$ cat config.mk
export PLATFORM = sky130hd
export DESIGN_NAME = go_back_n_sender_window_unit
export DESIGN_NICKNAME = d
export VERILOG_FILES = /design/src/rtl/gbn_pkg.sv /design/src/rtl/go_back_n_sender_window_unit.sv /design/src/rtl/gbn_ctrl.sv /design/src/rtl/gbn_dp.sv
export SDC_FILE = /design/constraint.sdc
export NUM_CORES = 1
export LEC_CHECK = 0
export BUFFER_PORTS_ARGS = -buffer_cell sky130_fd_sc_hd__buf_2
export CAP_MARGIN = 20
export CORE_MARGIN = 2
export CORE_UTILIZATION = 40
export CTS_CLUSTER_DIAMETER = 80
export DETAILED_ROUTE_END_ITERATION = 10
export PLACE_DENSITY = 0.67
export SLEW_MARGIN = 10
export SYNTH_ARGS = -nofsm -noshare
export SYNTH_HDL_FRONTEND = slang
export SYNTH_HIERARCHICAL = 1
export SYNTH_SLANG_ARGS = --single-unit
$ cat constraint.sdc
create_clock -name clk_i -period 5.7 [get_ports clk_i]
set_input_delay 0.285 -clock clk_i [delete_from_list [all_inputs] [get_ports clk_i]]
set_output_delay 0.285 -clock clk_i [all_outputs]
set_load 0.03 [all_outputs]
$ cat src/rtl/gbn_pkg.sv
// Package for the Go-Back-N sender window unit.
// Holds the window constants, field widths, event and action codes and the
// command/status structs shared by the controller and datapath.
`default_nettype none

package gbn_pkg;

  // Window geometry and packet size
  localparam int unsigned WINDOW    = 6;
  localparam int unsigned SEQ_SPACE = 10;
  localparam int unsigned PAYLOAD   = 1000;

  // Field widths
  localparam int unsigned SEQ_W  = 4;
  localparam int unsigned LEN_W  = 10;
  localparam int unsigned BYTE_W = 24;
  localparam int unsigned CNT_W  = $clog2(WINDOW + 1);
  localparam int unsigned SLOT_W = (WINDOW > 1) ? $clog2(WINDOW) : 1;
  localparam int unsigned SSUM_W = SLOT_W + 1;
  localparam int unsigned QSUM_W = SEQ_W + 1;

  typedef enum logic [1:0] {
    OP_START   = 2'd0,
    OP_ACK     = 2'd1,
    OP_TIMEOUT = 2'd2,
    OP_NOP     = 2'd3
  } opcode_e;

  typedef enum logic [1:0] {
    ACT_STATUS = 2'd0,
    ACT_SEND   = 2'd1,
    ACT_RETX   = 2'd2
  } action_e;

  // Controller to datapath
  typedef struct packed {
    logic accept;      // latch a new event
    logic clear;       // start of transfer: clear window state
    logic release_one; // release the oldest outstanding packet
    logic emit_send;   // emit a new packet beat
    logic emit_retx;   // emit a retransmit beat
    logic emit_status; // emit the closing status beat
  } gbn_cmd_t;

  // Datapath to controller
  typedef struct packed {
    logic out_free;    // output register can take a beat this cycle
    logic can_fill;    // window has room and bytes remain
    logic ack_ok;      // incoming ACK lies in the outstanding window
    logic rel_last;    // current release is the final one
    logic retx_done;   // every outstanding packet has been resent
  } gbn_sts_t;

endpackage

`default_nettype wire

$ cat src/rtl/go_back_n_sender_window_unit.sv
// Go-Back-N sender window unit. An ACK event first releases each acknowledged packet in
// the S_REL state; the result beats of an event are then registered in the output register.
// Throughput: one result beat per cycle while the output is not stalled; every event ends
// with a status beat, and the next event is taken once the status beat is registered.
// Reset (rst_ni low, asynchronous) clears the window and transfer_bytes; the slot ring
// is left uninitialised.
`default_nettype none

module go_back_n_sender_window_unit
  import gbn_pkg::*;
(
  input  logic              clk_i,
  input  logic              rst_ni,
  // APB-style configuration port
  input  logic              psel,
  input  logic              penable,
  input  logic              pwrite,
  input  logic [2:0]        paddr,
  input  logic [31:0]       pwdata,
  output logic [31:0]       prdata,
  output logic              pready,
  // Event channel
  input  logic              in_valid_i,
  output logic              in_stall_o,
  input  logic [1:0]        opcode_i,
  input  logic [SEQ_W-1:0]  ack_seq_i,
  // Result channel
  output logic              out_valid_o,
  input  logic              out_stall_i,
  output logic [1:0]        action_o,
  output logic [SEQ_W-1:0]  seq_num_o,
  output logic [BYTE_W-1:0] data_offset_o,
  output logic [LEN_W-1:0]  data_length_o,
  output logic [BYTE_W-1:0] acked_total_o,
  output logic              done_res_o,
  output logic              last_o
);

  localparam logic [2:0] ADDR_TRANSFER = 3'd0;

  // Configuration register: transfer size. Written at the access phase.
  logic [BYTE_W-1:0] transfer_q;
  logic              cfg_wr;

  assign pready = 1'b1;
  assign cfg_wr = psel && penable && pwrite && (paddr == ADDR_TRANSFER);

  always_ff @(posedge clk_i or negedge rst_ni) begin
    if (!rst_ni) begin
      transfer_q <= '0;
    end else if (cfg_wr) begin
      transfer_q <= pwdata[BYTE_W-1:0];
    end
  end

  // Read back the transfer size; any other address reads as zero
  assign prdata = (paddr == ADDR_TRANSFER) ? {{(32 - BYTE_W){1'b0}}, transfer_q} : '0;

  gbn_cmd_t cmd;
  gbn_sts_t sts;
  logic     busy;

  // Hold off new events until the current one has registered its status beat
  assign in_stall_o = busy;

  gbn_ctrl u_ctrl (
    .clk_i      (clk_i),
    .rst_ni     (rst_ni),
    .in_valid_i (in_valid_i),
    .opcode_i   (opcode_i),
    .busy_o     (busy),
    .sts_i      (sts),
    .cmd_o      (cmd)
  );

  gbn_dp u_dp (
    .clk_i            (clk_i),
    .rst_ni           (rst_ni),
    .transfer_bytes_i (transfer_q),
    .ack_seq_i        (ack_seq_i),
    .cmd_i            (cmd),
    .sts_o            (sts),
    .out_valid_o      (out_valid_o),
    .out_stall_i      (out_stall_i),
    .action_o         (action_o),
    .seq_num_o        (seq_num_o),
    .data_offset_o    (data_offset_o),
    .data_length_o    (data_length_o),
    .acked_total_o    (acked_total_o),
    .done_res_o       (done_res_o),
    .last_o           (last_o)
  );

`ifndef SYNTHESIS
  // An accepted event keeps the block busy in the following cycle
  a_busy_after_accept: assert property (@(posedge clk_i) disable iff (!rst_ni)
    (in_valid_i && !in_stall_o) |=> in_stall_o)
    else $error("event channel not stalled after an accepted beat");

  // The closing beat is a bare status item
  a_last_is_status: assert property (@(posedge clk_i) disable iff (!rst_ni)
    (out_valid_o && last_o) |->
      (action_o == ACT_STATUS) && (seq_num_o == '0) && (data_length_o == '0))
    else $error("last beat is not a clean status item");

  // New packets carry a non-empty payload no larger than the packet size
  a_send_length: assert property (@(posedge clk_i) disable iff (!rst_ni)
    (out_valid_o && (action_o == ACT_SEND)) |->
      (data_length_o != '0) && (data_length_o <= LEN_W'(PAYLOAD)) && !last_o)
    else $error("send beat with bad payload length");
`endif

endmodule

`default_nettype wire

$ cat src/rtl/gbn_ctrl.sv
// Controller state machine of the Go-Back-N sender window unit.
// Depends on gbn_pkg for event codes and the command/status structs.
`default_nettype none

module gbn_ctrl
  import gbn_pkg::*;
(
  input  logic           clk_i,
  input  logic           rst_ni,
  input  logic           in_valid_i,
  input  logic [1:0]     opcode_i,
  output logic           busy_o,
  input  gbn_sts_t       sts_i,
  output gbn_cmd_t       cmd_o
);

  localparam logic [2:0] S_IDLE = 3'd0;
  localparam logic [2:0] S_REL  = 3'd1;
  localparam logic [2:0] S_FILL = 3'd2;
  localparam logic [2:0] S_RETX = 3'd3;
  localparam logic [2:0] S_STAT = 3'd4;

  logic [2:0] state_q, state_d;

  assign busy_o = (state_q != S_IDLE);

  always_comb begin
    state_d = state_q;
    cmd_o   = '0;
    unique case (state_q)
      S_IDLE: begin
        if (in_valid_i) begin
          cmd_o.accept = 1'b1;
          unique case (opcode_e'(opcode_i))
            OP_START: begin
              cmd_o.clear = 1'b1;
              state_d     = S_FILL;
            end
            OP_ACK:     state_d = sts_i.ack_ok ? S_REL : S_FILL;
            OP_TIMEOUT: state_d = S_RETX;
            default:    state_d = S_STAT;
          endcase
        end
      end
      S_REL: begin
        cmd_o.release_one = 1'b1;
        if (sts_i.rel_last) state_d = S_FILL;
      end
      S_FILL: begin
        if (!sts_i.can_fill) begin
          state_d = S_STAT;
        end else if (sts_i.out_free) begin
          cmd_o.emit_send = 1'b1;
        end
      end
      S_RETX: begin
        if (sts_i.retx_done) begin
          state_d = S_STAT;
        end else if (sts_i.out_free) begin
          cmd_o.emit_retx = 1'b1;
        end
      end
      S_STAT: begin
        if (sts_i.out_free) begin
          cmd_o.emit_status = 1'b1;
          state_d           = S_IDLE;
        end
      end
      default: state_d = S_IDLE;
    endcase
  end

  always_ff @(posedge clk_i or negedge rst_ni) begin
    if (!rst_ni) begin
      state_q <= S_IDLE;
    end else begin
      state_q <= state_d;
    end
  end

endmodule

`default_nettype wire

$ cat src/rtl/gbn_dp.sv
// Datapath of the Go-Back-N sender window unit: window counters, byte
// counts, slot length ring and the output register. Depends on gbn_pkg.
`default_nettype none

module gbn_dp
  import gbn_pkg::*;
(
  input  logic              clk_i,
  input  logic              rst_ni,
  input  logic [BYTE_W-1:0] transfer_bytes_i,
  input  logic [SEQ_W-1:0]  ack_seq_i,
  input  gbn_cmd_t          cmd_i,
  output gbn_sts_t          sts_o,
  output logic              out_valid_o,
  input  logic              out_stall_i,
  output logic [1:0]        action_o,
  output logic [SEQ_W-1:0]  seq_num_o,
  output logic [BYTE_W-1:0] data_offset_o,
  output logic [LEN_W-1:0]  data_length_o,
  output logic [BYTE_W-1:0] acked_total_o,
  output logic              done_res_o,
  output logic              last_o
);

  logic [SEQ_W-1:0]  base_q, base_d, next_q, next_d;
  logic [CNT_W-1:0]  infl_q, infl_d;
  logic [SLOT_W-1:0] head_q, head_d;
  logic [BYTE_W-1:0] sent_q, sent_d, acked_q, acked_d;
  logic [SEQ_W-1:0]  rel_q, rel_d;
  logic [CNT_W-1:0]  idx_q, idx_d;
  logic [BYTE_W-1:0] off_q, off_d;
  logic [LEN_W-1:0]  slot_q [WINDOW];

  logic              ovalid_q;
  logic [1:0]        act_q;
  logic [SEQ_W-1:0]  oseq_q;
  logic [BYTE_W-1:0] ooff_q, oacked_q;
  logic [LEN_W-1:0]  olen_q;
  logic              odone_q, olast_q;

  // ACK window check
  logic [QSUM_W-1:0] ack_ext, base_ext, ack_dist;
  logic              ack_in_space;
  always_comb begin
    ack_ext      = {1'b0, ack_seq_i};
    base_ext     = {1'b0, base_q};
    ack_in_space = (ack_ext < QSUM_W'(SEQ_SPACE));
    if (ack_ext >= base_ext) ack_dist = ack_ext - base_ext;
    else                     ack_dist = ack_ext + QSUM_W'(SEQ_SPACE) - base_ext;
  end

  // Sequence number of the retransmit beat, wrapped once
  logic [QSUM_W-1:0] rseq_sum, rseq_mod;
  always_comb begin
    rseq_sum = {1'b0, base_q} + QSUM_W'(idx_q);
    rseq_mod = (rseq_sum >= QSUM_W'(SEQ_SPACE)) ? rseq_sum - QSUM_W'(SEQ_SPACE) : rseq_sum;
  end

  // Ring positions for reading (head + idx) and writing (head + in_flight)
  logic [SSUM_W-1:0] rd_sum, wr_sum;
  logic [SLOT_W-1:0] rd_idx, wr_idx;
  always_comb begin
    rd_sum = {1'b0, head_q} + SSUM_W'(idx_q);
    wr_sum = {1'b0, head_q} + SSUM_W'(infl_q);
    rd_idx = (rd_sum >= SSUM_W'(WINDOW)) ? SLOT_W'(rd_sum - SSUM_W'(WINDOW))
                                         : SLOT_W'(rd_sum);
    wr_idx = (wr_sum >= SSUM_W'(WINDOW)) ? SLOT_W'(wr_sum - SSUM_W'(WINDOW))
                                         : SLOT_W'(wr_sum);
  end

  logic [LEN_W-1:0] rd_len;
  assign rd_len = slot_q[rd_idx];

  // Length of the next new packet, clipped to what remains
  logic [BYTE_W-1:0] remain;
  logic [LEN_W-1:0]  fill_len;
  always_comb begin
    remain   = transfer_bytes_i - sent_q;
    fill_len = (remain < BYTE_W'(PAYLOAD)) ? remain[LEN_W-1:0] : LEN_W'(PAYLOAD);
  end

  logic out_free;
  assign out_free = !ovalid_q || !out_stall_i;

  always_comb begin
    sts_o.out_free  = out_free;
    sts_o.can_fill  = (infl_q < CNT_W'(WINDOW)) && (sent_q < transfer_bytes_i);
    sts_o.ack_ok    = ack_in_space && (ack_dist < QSUM_W'(infl_q));
    sts_o.rel_last  = (rel_q == '0);
    sts_o.retx_done = (idx_q == infl_q);
  end

  // Next state of the window
  always_comb begin
    base_d  = base_q;
    next_d  = next_q;
    infl_d  = infl_q;
    head_d  = head_q;
    sent_d  = sent_q;
    acked_d = acked_q;
    rel_d   = rel_q;
    idx_d   = idx_q;
    off_d   = off_q;
    if (cmd_i.accept) begin
      rel_d = ack_dist[SEQ_W-1:0];
      idx_d = '0;
      off_d = acked_q;
    end
    if (cmd_i.clear) begin
      base_d  = '0;
      next_d  = '0;
      infl_d  = '0;
      head_d  = '0;
      sent_d  = '0;
      acked_d = '0;
    end
    if (cmd_i.release_one) begin
      acked_d = acked_q + BYTE_W'(rd_len);
      head_d  = (head_q == SLOT_W'(WINDOW - 1)) ? '0 : head_q + 1'b1;
      base_d  = (base_q == SEQ_W'(SEQ_SPACE - 1)) ? '0 : base_q + 1'b1;
      infl_d  = infl_q - 1'b1;
      rel_d   = rel_q - 1'b1;
    end
    if (cmd_i.emit_send) begin
      sent_d = sent_q + BYTE_W'(fill_len);
      next_d = (next_q == SEQ_W'(SEQ_SPACE - 1)) ? '0 : next_q + 1'b1;
      infl_d = infl_q + 1'b1;
    end
    if (cmd_i.emit_retx) begin
      idx_d = idx_q + 1'b1;
      off_d = off_q + BYTE_W'(rd_len);
    end
  end

  always_ff @(posedge clk_i or negedge rst_ni) begin
    if (!rst_ni) begin
      base_q   <= '0;
      next_q   <= '0;
      infl_q   <= '0;
      head_q   <= '0;
      sent_q   <= '0;
      acked_q  <= '0;
      rel_q    <= '0;
      idx_q    <= '0;
      off_q    <= '0;
      ovalid_q <= 1'b0;
    end else begin
      base_q  <= base_d;
      next_q  <= next_d;
      infl_q  <= infl_d;
      head_q  <= head_d;
      sent_q  <= sent_d;
      acked_q <= acked_d;
      rel_q   <= rel_d;
      idx_q   <= idx_d;
      off_q   <= off_d;
      if (cmd_i.emit_send || cmd_i.emit_retx || cmd_i.emit_status) begin
        ovalid_q <= 1'b1;
      end else if (!out_stall_i) begin
        ovalid_q <= 1'b0;
      end
    end
  end

  // Slot ring: written on each new packet, no reset
  always_ff @(posedge clk_i) begin
    if (cmd_i.emit_send) slot_q[wr_idx] <= fill_len;
  end

  // Output payload register
  always_ff @(posedge clk_i) begin
    if (cmd_i.emit_send || cmd_i.emit_retx || cmd_i.emit_status) begin
      oacked_q <= acked_q;
      odone_q  <= (acked_q >= transfer_bytes_i);
      olast_q  <= cmd_i.emit_status;
      if (cmd_i.emit_send) begin
        act_q  <= ACT_SEND;
        oseq_q <= next_q;
        ooff_q <= sent_q;
        olen_q <= fill_len;
      end else if (cmd_i.emit_retx) begin
        act_q  <= ACT_RETX;
        oseq_q <= rseq_mod[SEQ_W-1:0];
        ooff_q <= off_q;
        olen_q <= rd_len;
      end else begin
        act_q  <= ACT_STATUS;
        oseq_q <= '0;
        ooff_q <= '0;
        olen_q <= '0;
      end
    end
  end

  assign out_valid_o   = ovalid_q;
  assign action_o      = act_q;
  assign seq_num_o     = oseq_q;
  assign data_offset_o = ooff_q;
  assign data_length_o = olen_q;
  assign acked_total_o = oacked_q;
  assign done_res_o    = odone_q;
  assign last_o        = olast_q;

endmodule

`default_nettype wire
==> results of run 1 <==
-- what timing repair did --
item	in CTS	in global routing
setup endpoints to repair	11	16
pin swaps	1	15
endpoints found under the hold margin	88	0
hold buffers	26	0
buffers inserted	1	5
gates resized for setup	7	26
-- how the worst max path moves through the flow --
stage / startpoint / endpoint / slack, ns / cells past startpoint
finish: u_dp/sent_q[0] / u_dp/sent_q[19] / 0.19 / 27
global route: transfer_q[0] / u_dp/sent_q[18] / -0.05 / 28
CTS: u_dp/sent_q[0] / u_dp/sent_q[18] / 0.008 / 28
detailed placement: u_dp/sent_q[0] / u_dp/sent_q[18] / -0.08 / 26
global placement: transfer_q[0] / u_dp/sent_q[19] / -0.03 / 28
floorplan: transfer_q[0] / u_dp/sent_q[19] / 0.08 / 23
-- sequential cells by signal (all words and copies together) (netlist names), 4 cells and up --
register,flops
transfer_q,24
u_dp/rel_q,4
u_dp/next_q,4
u_dp/acked_q,24
u_dp/sent_q,24
u_dp/acked_total_o,24
u_dp/seq_num_o,4
u_dp/slot_q,60
u_dp/base_q,4
u_dp/data_offset_o,24
u_dp/off_q,24
u_dp/data_length_o,10
-- through the flow --
step / utilization, % / worst slack [ns] / cells / setup TNS (ns)
after floorplan: - / 0.0813 / 1485 / 0
after global placement: 45.9 / -0.0291 / 2186 / -0.0531
after detailed placement: 45.9 / -0.0809 / 2186 / -0.295
after CTS: 49.0 / 0.00806 / 2265 / 0
after global routing: 49.4 / -0.0532 / 2270 / -0.163
final: 49.4 / 0.192 / 2270 / 0
-- synth_stat cells, types with 7 or more instances --
cell type	instances
sky130_fd_sc_hd__nand2_1	145
sky130_fd_sc_hd__a21boi_0	7
sky130_fd_sc_hd__nand2b_1	14
sky130_fd_sc_hd__nand3_1	34
sky130_fd_sc_hd__o22ai_1	12
sky130_fd_sc_hd__nor2b_1	26
sky130_fd_sc_hd__a21o_1	28
sky130_fd_sc_hd__buf_4	12
sky130_fd_sc_hd__and2_1	26
sky130_fd_sc_hd__edfxtp_1	126
sky130_fd_sc_hd__clkbuf_1	40
sky130_fd_sc_hd__o21ai_1	9
sky130_fd_sc_hd__o21bai_1	8
sky130_fd_sc_hd__ha_1	107
sky130_fd_sc_hd__fa_1	10
sky130_fd_sc_hd__and3_1	18
sky130_fd_sc_hd__mux4_2	10
sky130_fd_sc_hd__a22o_1	16
sky130_fd_sc_hd__inv_1	105
sky130_fd_sc_hd__nand4_1	15
sky130_fd_sc_hd__o32ai_1	8
sky130_fd_sc_hd__a21oi_1	96
sky130_fd_sc_hd__mux2_4	20
sky130_fd_sc_hd__xor2_1	26
sky130_fd_sc_hd__xnor2_1	34
sky130_fd_sc_hd__o21ai_0	87
sky130_fd_sc_hd__o31ai_1	17
sky130_fd_sc_hd__nor4_1	11
sky130_fd_sc_hd__or3_1	14
sky130_fd_sc_hd__dfrtp_1	121
sky130_fd_sc_hd__a211oi_1	22
sky130_fd_sc_hd__nor2_1	61
sky130_fd_sc_hd__o211ai_1	12
sky130_fd_sc_hd__mux2i_1	44
sky130_fd_sc_hd__nor3_1	22
-- power breakdown --
| group | switching [mW] | internal [mW] | leakage [nW] | total (mW) |
|---|---|---|---|---|
| registers | 0.484 | 2.47 | 2.72 | 2.96 |
| logic | 3.48 | 2.46 | 4.94 | 5.93 |
| clock network | 0.758 | 0.944 | 0.412 | 1.70 |
-- metal layers --
layer | global-route usage, % | part of all wire [%] | vias up
met5 | 0 | 0.031 | -
met4 | 5.93 | 2.5 | 2
met3 | 2.70 | 5.5 | 68
met2 | 35.6 | 48 | 370
met1 | 28.1 | 44 | 5944
li1 | - | - | 5891
-- cell usage in the layout, fill, tap and decap left out, types with 28 or more instances in the layout --
cell,instances
sky130_fd_sc_hd__buf_4,131
sky130_fd_sc_hd__buf_2,130
sky130_fd_sc_hd__nand3_1,34
sky130_fd_sc_hd__xnor2_1,34
sky130_fd_sc_hd__o21ai_0,85
sky130_fd_sc_hd__a21o_1,28
sky130_fd_sc_hd__clkbuf_16,29
sky130_fd_sc_hd__edfxtp_1,126
sky130_fd_sc_hd__mux2i_1,44
sky130_fd_sc_hd__dfrtp_1,121
sky130_fd_sc_hd__ha_1,105
sky130_fd_sc_hd__a21oi_1,93
sky130_fd_sc_hd__nor2_1,60
sky130_fd_sc_hd__nand2_1,145
sky130_fd_sc_hd__inv_1,104
-- logic make-up (layout without fill, tap and decap cells) --
family / Yosys count / in the layout / share of synthesized area, %
flops: 247 / 247 / 44.4
other cells: 2 / 9 / 0.0489
fa+ha+maj: 117 / 117 / 10.0
xor+xnor: 60 / 60 / 3.42
simple gates: 426 / 426 / 14.3
buf+inv: 173 / 447 / 4.92
compound gates: 374 / 374 / 16.2
mux: 79 / 79 / 6.66
-- cell type report --
| type | count | area [sq um] |
|---|---|---|
| fillers | 3448 | 19100 |
| multi-input cells | 1065 | 7990 |
| flip-flops and latches | 247 | 6810 |
| repair buffers | 290 | 1950 |
| clock buffers | 34 | 754 |
| well taps | 511 | 639 |
| inverters | 105 | 394 |
| clock inverters | 18 | 113 |
-- critical path: stages (launching register included) --
cell,delay [ns]
sky130_fd_sc_hd__dfrtp_1,0.38
sky130_fd_sc_hd__ha_2,0.19
sky130_fd_sc_hd__inv_2,0.05
sky130_fd_sc_hd__fa_2,0.18
sky130_fd_sc_hd__a21o_1,0.17
sky130_fd_sc_hd__a221oi_2,0.08
sky130_fd_sc_hd__buf_4,0.15
sky130_fd_sc_hd__or4_4,0.45
sky130_fd_sc_hd__a2111oi_4,0.32
sky130_fd_sc_hd__buf_4,0.17
sky130_fd_sc_hd__o21ai_2,0.05
sky130_fd_sc_hd__a222oi_1,0.35
sky130_fd_sc_hd__buf_4,0.19
sky130_fd_sc_hd__nand4_4,0.14
sky130_fd_sc_hd__buf_6,0.19
sky130_fd_sc_hd__nor3_4,0.23
sky130_fd_sc_hd__ha_4,0.24
sky130_fd_sc_hd__a21o_1,0.19
sky130_fd_sc_hd__a21o_1,0.18
sky130_fd_sc_hd__a21o_1,0.19
sky130_fd_sc_hd__a21o_1,0.19
sky130_fd_sc_hd__a21oi_2,0.13
sky130_fd_sc_hd__inv_1,0.07
sky130_fd_sc_hd__a2111oi_2,0.20
sky130_fd_sc_hd__buf_4,0.18
sky130_fd_sc_hd__a211oi_4,0.08
sky130_fd_sc_hd__and4_1,0.22
sky130_fd_sc_hd__a211o_1,0.22
==> metrics.txt, run 1 <==
status=finished, final reports clean; Power Density=568 mW/mm^2; I/O pin count=149; total power of the final layout=10.6 mW; Data required, critical path=6.15 ns; Port-buffer cells=131; maximum fanout encountered on the critical timing path=6; total non-filler cell area in the finished layout=0.0186 sq mm; wire length reported by the detailed router=41.8 mm; wire per inst=18.4 um; Layout Area Growth over Synthesis=21.4%; final RePlAce weighted congestion=0.912; sum of net half-perimeters after detailed placement=30.9 mm; total of warnings raised by yosys=6; starting utilization of the core area=40.7%; H-Tree Level Count=1; # setup viols final=0; number of nets in the final layout=1902; count of endpoints failing hold in the final timing report=0; iteration-0 DRC count of the detailed router=900; final critical-path required period=5.51 ns; clock sink count=247; fraction of layout instances using a drive strength above 1=22.9%; most common flop cell mapped by yosys=sky130_fd_sc_hd__edfxtp_1; number of antenna violations at the first check in global routing=1; endpoint kind of the worst setup timing path=register; share of the clock period used by the worst path=96.6%; number of buffers on the longest clock path=3; average cell area after synthesis=10.4 sq um; count of flip-flops with a built-in enable after synthesis=126; post-synthesis sequential element count=247; FF-to-FF End=u_dp/sent_q[19]; Clk pin slew, worst setup/hold paths=0.06 ns; setup clock skew after layout=0.00917 ns; synthesized instance count=1478; total number of vias=12275; Min-Delay Path Depth=3; CTS Root Buffer Type=sky130_fd_sc_hd__clkbuf_16; core region area=0.0378 sq mm; maximum operating frequency=182 MHz; VDD IR max=280 uV; share of synthesized area occupied by flip-flops and latches=44.4%; P_leak=8.07 nW; GR Overflow Total=0; clock tree from TritonCTS=built; Final Slew Violations=0; Worst Path Arrival=5.96 ns; count of nets left with antenna violations after detail routing=0; Skew-Pair Late Insertion Delay=0.56 ns; worst r2r path cells=27; slew at the pin closest to its max-slew limit=1.08 ns; cells taking the most area after synthesis=sky130_fd_sc_hd__edfxtp_1 (25%), sky130_fd_sc_hd__dfrtp_1 (20%), sky130_fd_sc_hd__ha_1 (8.7%); Hold Slack=0.0509 ns; post-detailed-route DRC marker count=0; die boundary width=200 um; fraction of registers with async set or reset after synthesis=49.0%; launch point of the worst hold path=in_valid_i; area of the die=0.0400 sq mm; nature of the critical path startpoint=register; first-pass GRT wire length=65.0 mm; dominant cell type by area after synthesis=sky130_fd_sc_hd__edfxtp_1; Hold Crit Endpoint=u_ctrl/state_q[1]; instance area after placement=0.0173 sq mm; Detailed Routing Iterations Pass 1=5; number of buffers created by CTS=28; DR vias/cell=5.41; R2R Path Start=u_dp/sent_q[0]; number of maximum-capacitance violations=0; number of global-route vias before repair=12035; cell area after synthesis=0.0154 sq mm; flop-to-flop setup slack=0.19 ns; largest net degree at the start of global routing=68; class of the tightest hold or removal check=in2reg; overall fraction of global-route tracks in use=20.9%; Yosys cell types=89; count of inserted antenna diode cells=0; share of the synthesized area in the top cell type=24.6%; Die H=200 um; relative slew slack=27.9%; Critical Setup Path Class=reg2reg; site row count=71
Note: power is estimated with default switching activity, not from simulation.
==> run 2: changes to the inputs <==
- SYNTH_HIERARCHICAL: 1 -> not set
==> metrics.txt, run 2 <==
status=finished, final reports clean; average cell area after synthesis=10.0 sq um; total non-filler cell area in the finished layout=0.0176 sq mm; H-Tree Level Count=1; number of antenna violations at the first check in global routing=0; fraction of layout instances using a drive strength above 1=18.6%; largest net degree at the start of global routing=69; commonest non-fill, non-tap cell in the layout=sky130_fd_sc_hd__nand2_1; Detailed Routing Iterations Pass 1=7; total of warnings raised by yosys=0; nature of the critical path startpoint=register; area of the die=0.0383 sq mm; synth cell count leaders=sky130_fd_sc_hd__nand2_1 (175), sky130_fd_sc_hd__edfxtp_1 (126), sky130_fd_sc_hd__dfrtp_1 (121), sky130_fd_sc_hd__o21ai_0 (120), sky130_fd_sc_hd__ha_1 (107); class of the tightest hold or removal check=in2reg; Hold Slack=0.0962 ns; wire per inst=19.4 um; Critical Setup Path Class=reg2reg; sum of negative setup slack=0 ns; most common cell in the synthesized netlist=sky130_fd_sc_hd__nand2_1; count of inserted antenna diode cells=0; maximum fanout encountered on the critical timing path=5; wire length reported by the detailed router=41.6 mm; Clk pin slew, worst setup/hold paths=0.06 ns; Final Slew Violations=0; relative slew slack=28.1%; total power of the final layout=9.93 mW; XOR/XNOR share of the synthesized area=2.86%; count of nets left with antenna violations after detail routing=0; largest family of logic cells by synthesized area=compound AO/OA/AOI/OAI gates; leading cell types in the layout, fill and taps excluded=sky130_fd_sc_hd__nand2_1 (175), sky130_fd_sc_hd__buf_2 (130), sky130_fd_sc_hd__edfxtp_1 (126), sky130_fd_sc_hd__dfrtp_1 (121), sky130_fd_sc_hd__o21ai_0 (119); clock tree from TritonCTS=built; Power Density=564 mW/mm^2; I/O pin count=149; GR Overflow Total=0; Worst Path Arrival=5.95 ns; Port-buffer cells=131; cells taking the most area after synthesis=sky130_fd_sc_hd__edfxtp_1 (26%), sky130_fd_sc_hd__dfrtp_1 (21%), sky130_fd_sc_hd__ha_1 (9.1%); Die H=196 um; # setup viols final=0; share of the clock period used by the worst path=96.5%; most common flop cell mapped by yosys=sky130_fd_sc_hd__edfxtp_1; number of nets in the final layout=1825; die boundary width=196 um; arithmetic-cell share of the synthesized area counting full adders, half adders and majority gates=10.5%; CTS Root Buffer Type=sky130_fd_sc_hd__clkbuf_16; simple logic cell fraction of the synthesized area=14.7%; cell area after synthesis=0.0147 sq mm; total number of vias=11983; share of synthesized area occupied by flip-flops and latches=46.4%; count of flip-flops with a built-in enable after synthesis=126; final RePlAce weighted congestion=0.881; Compound-Gate Fraction of Synth Area=17.1%; synthesized instance count=1465; clock sink count=247; number of maximum-capacitance violations=0; slew at the pin closest to its max-slew limit=1.08 ns; number of buffers created by CTS=28; Layout Area Growth over Synthesis=20.0%; maximum operating frequency=182 MHz; Skew-Pair Late Insertion Delay=0.57 ns; Filler Cell Count=3329; fraction of registers with async set or reset after synthesis=49.0%; dominant cell type by area after synthesis=sky130_fd_sc_hd__edfxtp_1; post-synthesis sequential element count=247; setup clock skew after layout=0.0148 ns; number of global-route vias before repair=11669; first-pass GRT wire length=65.4 mm; largest register by flop count=u_dp.slot_q; sum of net half-perimeters after detailed placement=30.1 mm; Yosys cell types=85; final critical-path required period=5.50 ns; site row count=70; starting utilization of the core area=40.4%; share of the synthesized area in the top cell type=25.8%; post-detailed-route DRC marker count=0; P_leak=7.48 nW; Util after Layout=48.5%; core region area=0.0363 sq mm; instance area after placement=0.0162 sq mm; number of buffers on the longest clock path=3; VDD IR max=306 uV; multiplexer share of the synthesized area=3.80%; iteration-0 DRC count of the detailed router=810; Data required, critical path=6.15 ns; overall fraction of global-route tracks in use=21.8%; count of endpoints failing hold in the final timing report=0; endpoint kind of the worst setup timing path=register; DR vias/cell=5.57; flip-flop count of the largest register, all copies and words added=60
==> run 2: cell count changes after synthesis, moves of 13 or more <==
cell	delta
sky130_fd_sc_hd__a211oi_1	-14
sky130_fd_sc_hd__a31oi_1	+19
sky130_fd_sc_hd__and3_1	-13
sky130_fd_sc_hd__mux2_4	-20
sky130_fd_sc_hd__mux2i_1	-13
sky130_fd_sc_hd__nand2_1	+30
sky130_fd_sc_hd__nor2_1	+31
sky130_fd_sc_hd__nor2b_1	-19
sky130_fd_sc_hd__o21ai_0	+33
==> run 2: logic make-up (layout without fill, tap and decap cells) <==
group	after synthesis	in the layout
xor gates and xnor gates	48	48
adders and majority gates	117	117
and+or+nand+nor	451	451
AOI/OAI and AO/OA	388	388
buffers and inverters	169	379
muxes	43	43
other	2	9
DFF	247	247
==> run 2: final timing paths <==
| kind | start | endpoint | slack (ns) | cells past startpoint |
|---|---|---|---|---|
| hold / removal | opcode_i[0] | u_ctrl.state_q[0] | 0.1 | 3 |
| setup / recovery | transfer_q[0] | u_dp.sent_q[21] | 0.20 | 26 |
| min in group asynchronous | rst_ni | u_dp.rel_q[3] | 0.40 | 2 |
| max in group asynchronous | rst_ni | u_dp.acked_q[15] | 3.99 | 3 |
| hold reg to reg | u_dp.sent_q[18] | u_dp.sent_q[18] | 0.49 | 1 |
| setup reg to reg | transfer_q[0] | u_dp.sent_q[21] | 0.20 | 26 |
==> run 2: power breakdown <==
group          internal [mW]  switching, mW
combinational           1.91           3.10
sequential              2.55          0.508
clock                   1.10          0.764
==> run 2: per-layer routing <==
layer  part of all wire, %  up-vias  routed length, um  global-route usage, %
li1                      -     5689                  -                      -
met4                   3.4        0               1400                   7.94
met1                    43     5838              18000                   29.3
met5                     0        -                  0                      0
met3                   5.0       69               2090                   2.38
met2                    48      387              20200                   36.5
==> run 2: area by class of cell <==
class	instances	area, sq um	share of cell area (%)
inverters	103	387	2.19
multi-input cells	1056	7430	42.2
flip-flops and latches	247	6810	38.7
clock inverters	18	208	1.18
repair buffers	224	1460	8.31
clock buffers	34	733	4.16
well taps	468	586	3.32
==> run 2: critical path, stage by stage, from the launching register on <==
cell and delay [ns]:
sky130_fd_sc_hd__dfrtp_1 0.35, sky130_fd_sc_hd__inv_1 0.06, sky130_fd_sc_hd__ha_2 0.20, sky130_fd_sc_hd__fa_2 0.40, sky130_fd_sc_hd__nand2b_4 0.17, sky130_fd_sc_hd__a211oi_4 0.29, sky130_fd_sc_hd__o211ai_1 0.22, sky130_fd_sc_hd__a31o_2 0.26
sky130_fd_sc_hd__o31a_1 0.29, sky130_fd_sc_hd__xnor2_1 0.12, sky130_fd_sc_hd__or4b_4 0.56, sky130_fd_sc_hd__or2_4 0.31, sky130_fd_sc_hd__buf_4 0.16, sky130_fd_sc_hd__nor2_4 0.11, sky130_fd_sc_hd__ha_4 0.22, sky130_fd_sc_hd__a21o_1 0.16
sky130_fd_sc_hd__nand2_1 0.07, sky130_fd_sc_hd__nand2_1 0.06, sky130_fd_sc_hd__a21o_1 0.17, sky130_fd_sc_hd__a21o_1 0.17, sky130_fd_sc_hd__a21o_1 0.17, sky130_fd_sc_hd__a21o_1 0.19, sky130_fd_sc_hd__nand2b_4 0.15, sky130_fd_sc_hd__o22ai_4 0.18
sky130_fd_sc_hd__clkbuf_16 0.20, sky130_fd_sc_hd__nor4b_2 0.05, sky130_fd_sc_hd__mux2i_1 0.12
==> run 2: metrics by stage <==
step	instances	setup WS, ns
after floorplan	1472	0.000815
after global placement	2066	-0.0751
after detailed placement	2066	-0.241
after CTS	2145	0.0215
after global routing	2150	-0.0303
final	2150	0.202
==> run 2: repair_timing <==
| item | 4_1_cts | 5_1_grt |
|---|---|---|
| gates resized for setup | 4 | 30 |
| pin swaps | 1 | 17 |
| setup buffers | 1 | 4 |
| setup endpoints to repair | 14 | 25 |
| endpoints found under the hold margin | 92 | 0 |
| cloned | 0 | 1 |
| hold buffers | 26 | 0 |
==> run 3: changes to the inputs <==
--- a/config.mk
+++ b/config.mk
@@ -7,9 +7,9 @@
 export LEC_CHECK = 0
 export BUFFER_PORTS_ARGS = -buffer_cell sky130_fd_sc_hd__buf_2
-export CAP_MARGIN = 20
 export CORE_MARGIN = 2
 export CORE_UTILIZATION = 40
 export CTS_CLUSTER_DIAMETER = 80
 export DETAILED_ROUTE_END_ITERATION = 10
+export MAX_ROUTING_LAYER = met4
 export PLACE_DENSITY = 0.67
 export SLEW_MARGIN = 10
==> constraint.sdc (replaced) <==
create_clock -name clk_i -period 5.7 [get_ports clk_i]
set_input_delay 0.855 -clock clk_i [delete_from_list [all_inputs] [get_ports clk_i]]
set_output_delay 0.855 -clock clk_i [all_outputs]
set_load 0.03 [all_outputs]
==> metrics.txt, run 3 (synthesis results as in run 2) <==
Skew-Pair Late Insertion Delay=0.59 ns; number of global-route vias before repair=11755; wire per inst=19.4 um; share of total power in sequential cells=30.5%; R2R Path Start=transfer_q[0]; least setup slack across all paths after layout=0.203 ns; class of the tightest hold or removal check=in2async; slew at the pin closest to its max-slew limit=1.09 ns; number of nets in the final layout=1821; sum of negative setup slack=0 ns; first-pass GRT wire length=64.8 mm; Data required, critical path=6.17 ns; Slowest cell on crit path=sky130_fd_sc_hd__or4b_4; number of maximum-capacitance violations=0; clock sink count=247; hold buffer count at cts=0; DR vias/cell=5.58; endpoint kind of the worst setup timing path=register; maximum operating frequency=182 MHz; Power Density=572 mW/mm^2; instance area after placement=0.0164 sq mm; delay of the slowest cell on the worst path=0.57 ns; placement-stage worst setup slack=-0.296 ns; cell type group with the largest total delay on the critical path=compound AO/OA/AOI/OAI gates; Detailed Routing Iterations Pass 1=5; startpoint of the worst setup timing path=transfer_q[0]; Critical Setup Path Class=reg2reg; Util after Layout=48.3%; flip-flop count of the largest register, all copies and words added=60; site row count=70; overall fraction of global-route tracks in use=22.2%; leading cell types in the layout, fill and taps excluded=sky130_fd_sc_hd__nand2_1 (175), sky130_fd_sc_hd__buf_2 (130), sky130_fd_sc_hd__edfxtp_1 (126), sky130_fd_sc_hd__dfrtp_1 (121), sky130_fd_sc_hd__o21ai_0 (119); core region area=0.0363 sq mm; fraction of layout instances using a drive strength above 1=19.8%; commonest non-fill, non-tap cell in the layout=sky130_fd_sc_hd__nand2_1; status=finished, final reports clean; nature of the critical path startpoint=register; flop-to-flop setup slack=0.20 ns; final RePlAce weighted congestion=0.916; net switching power figure=4.41 mW; number of antenna violations at the first check in global routing=0; Layout Area Growth over Synthesis=19.5%; Final Slew Violations=0; CTS Root Buffer Type=sky130_fd_sc_hd__clkbuf_16; number of buffers created by CTS=29; Clk pin slew, worst setup/hold paths=0.06 ns; Hold Slack=0.318 ns; clock tree from TritonCTS=built; P_leak=7.49 nW; Seq. cell area=0.00681 sq mm; Met3 Routed Length=2.19 mm; relative slew slack=26.8%; largest net degree at the start of global routing=50; sum of net half-perimeters after detailed placement=30.0 mm; cell total after placement=2086; switching part of the total power=43.9%; number of buffers on the longest clock path=3; Die H=196 um; count of inserted antenna diode cells=0; VDD IR max=313 uV; maximum fanout encountered on the critical timing path=6; Routed met1 length=18.2 mm; met2 wire length=19.4 mm; Cell Int Power=5.62 mW; count of nets left with antenna violations after detail routing=0; H-Tree Level Count=1; Comb pwr share=50.6%; # setup viols final=0; largest register by flop count=u_dp.slot_q; count of endpoints failing hold in the final timing report=0; total number of vias=11984; fin cells=2147; area of the die=0.0383 sq mm; setup clock skew after layout=0.0187 ns; share of the clock period used by the worst path=96.4%; starting utilization of the core area=40.4%; Filler Cell Count=3315; wire length reported by the detailed router=41.7 mm; combined buffer and inverter count along the critical path=3; final critical-path required period=5.50 ns; total area of multi-input combinational cells=0.00742 sq mm; total non-filler cell area in the finished layout=0.0175 sq mm; Worst Path Arrival=5.97 ns; Port-buffer cells=131; I/O pin count=149; post-detailed-route DRC marker count=0; die boundary width=196 um; iteration-0 DRC count of the detailed router=973; total power of the final layout=10.0 mW; GR Overflow Total=0; clock network fraction of total power=18.9%; CP most frequent cell=sky130_fd_sc_hd__a21o_1; uppermost routed layer=met4
==> run 3: cell count changes in the layout (fill, tap and decap cells not counted), moves of 3 or more <==
cell                            previous run  this run
sky130_fd_sc_hd__buf_4                    65        85
sky130_fd_sc_hd__clkinv_2                  7         4
sky130_fd_sc_hd__clkinvlp_4                1         4
sky130_fd_sc_hd__dlygate4sd3_1            26         0
==> run 3: layout make-up <==
cell class / instances / share of cell area (%)
multi-input cells: 1056 / 42.3
flip-flops and latches: 247 / 38.8
repair buffers: 219 / 7.83
clock buffers: 36 / 4.40
well taps: 468 / 3.34
inverters: 103 / 2.20
clock inverters: 18 / 1.13
==> run 3: worst reg2reg max path, cell delays in order (launching register included) <==
cell and delay, ns:
sky130_fd_sc_hd__dfrtp_1 0.35, sky130_fd_sc_hd__inv_1 0.06, sky130_fd_sc_hd__ha_2 0.20, sky130_fd_sc_hd__fa_2 0.36, sky130_fd_sc_hd__nand2b_4 0.17, sky130_fd_sc_hd__a211oi_4 0.27, sky130_fd_sc_hd__o211ai_1 0.20, sky130_fd_sc_hd__a31o_2 0.26
sky130_fd_sc_hd__o31a_1 0.25, sky130_fd_sc_hd__xnor2_1 0.13, sky130_fd_sc_hd__or4b_4 0.57, sky130_fd_sc_hd__or2_4 0.32, sky130_fd_sc_hd__buf_4 0.16, sky130_fd_sc_hd__nor2_4 0.13, sky130_fd_sc_hd__ha_4 0.22, sky130_fd_sc_hd__a21o_1 0.17
sky130_fd_sc_hd__nand2_1 0.07, sky130_fd_sc_hd__nand2_1 0.05, sky130_fd_sc_hd__a21o_1 0.19, sky130_fd_sc_hd__a21o_1 0.18, sky130_fd_sc_hd__a21o_1 0.17, sky130_fd_sc_hd__a21o_1 0.19, sky130_fd_sc_hd__nand2b_4 0.16, sky130_fd_sc_hd__o22ai_4 0.20
sky130_fd_sc_hd__clkbuf_16 0.19, sky130_fd_sc_hd__nor4b_2 0.05, sky130_fd_sc_hd__mux2i_1 0.13
==> run 3: routing by layer <==
layer | GRT usage, % | vias up
met4 | 10.7 | 0
met1 | 29.1 | 5796
met5 | - | -
met3 | 2.18 | 99
met2 | 34.8 | 399
li1 | - | 5690
==> run 3: final timing paths <==
check | endpoint | cells after the start
max in group asynchronous | transfer_q[4] | 2
worst max-delay path | u_dp.sent_q[21] | 26
worst max register to register | u_dp.sent_q[21] | 26
worst min register to register | u_dp.sent_q[18] | 1
min in group clk_i | transfer_q[10] | 3
worst min-delay path | u_dp.off_q[22] | 1
==> run 3: power by group through the flow <==
stage | Combinational, mW | Sequential, mW | Clock, mW
finish | 5.08 | 3.06 | 1.90
CTS | 4.96 | 3.06 | 1.93
global route | 5.60 | 3.12 | 2.00
floorplan | 2.99 | 3.39 | 0
global placement | 4.81 | 3.07 | 0
detailed placement | 4.93 | 3.08 | 0
==> run 3: repair_timing <==
item	in CTS	in global routing
pin swaps	0	15
setup buffers	0	6
cloned	0	1
gates resized for setup	6	25
setup endpoints to repair	14	24
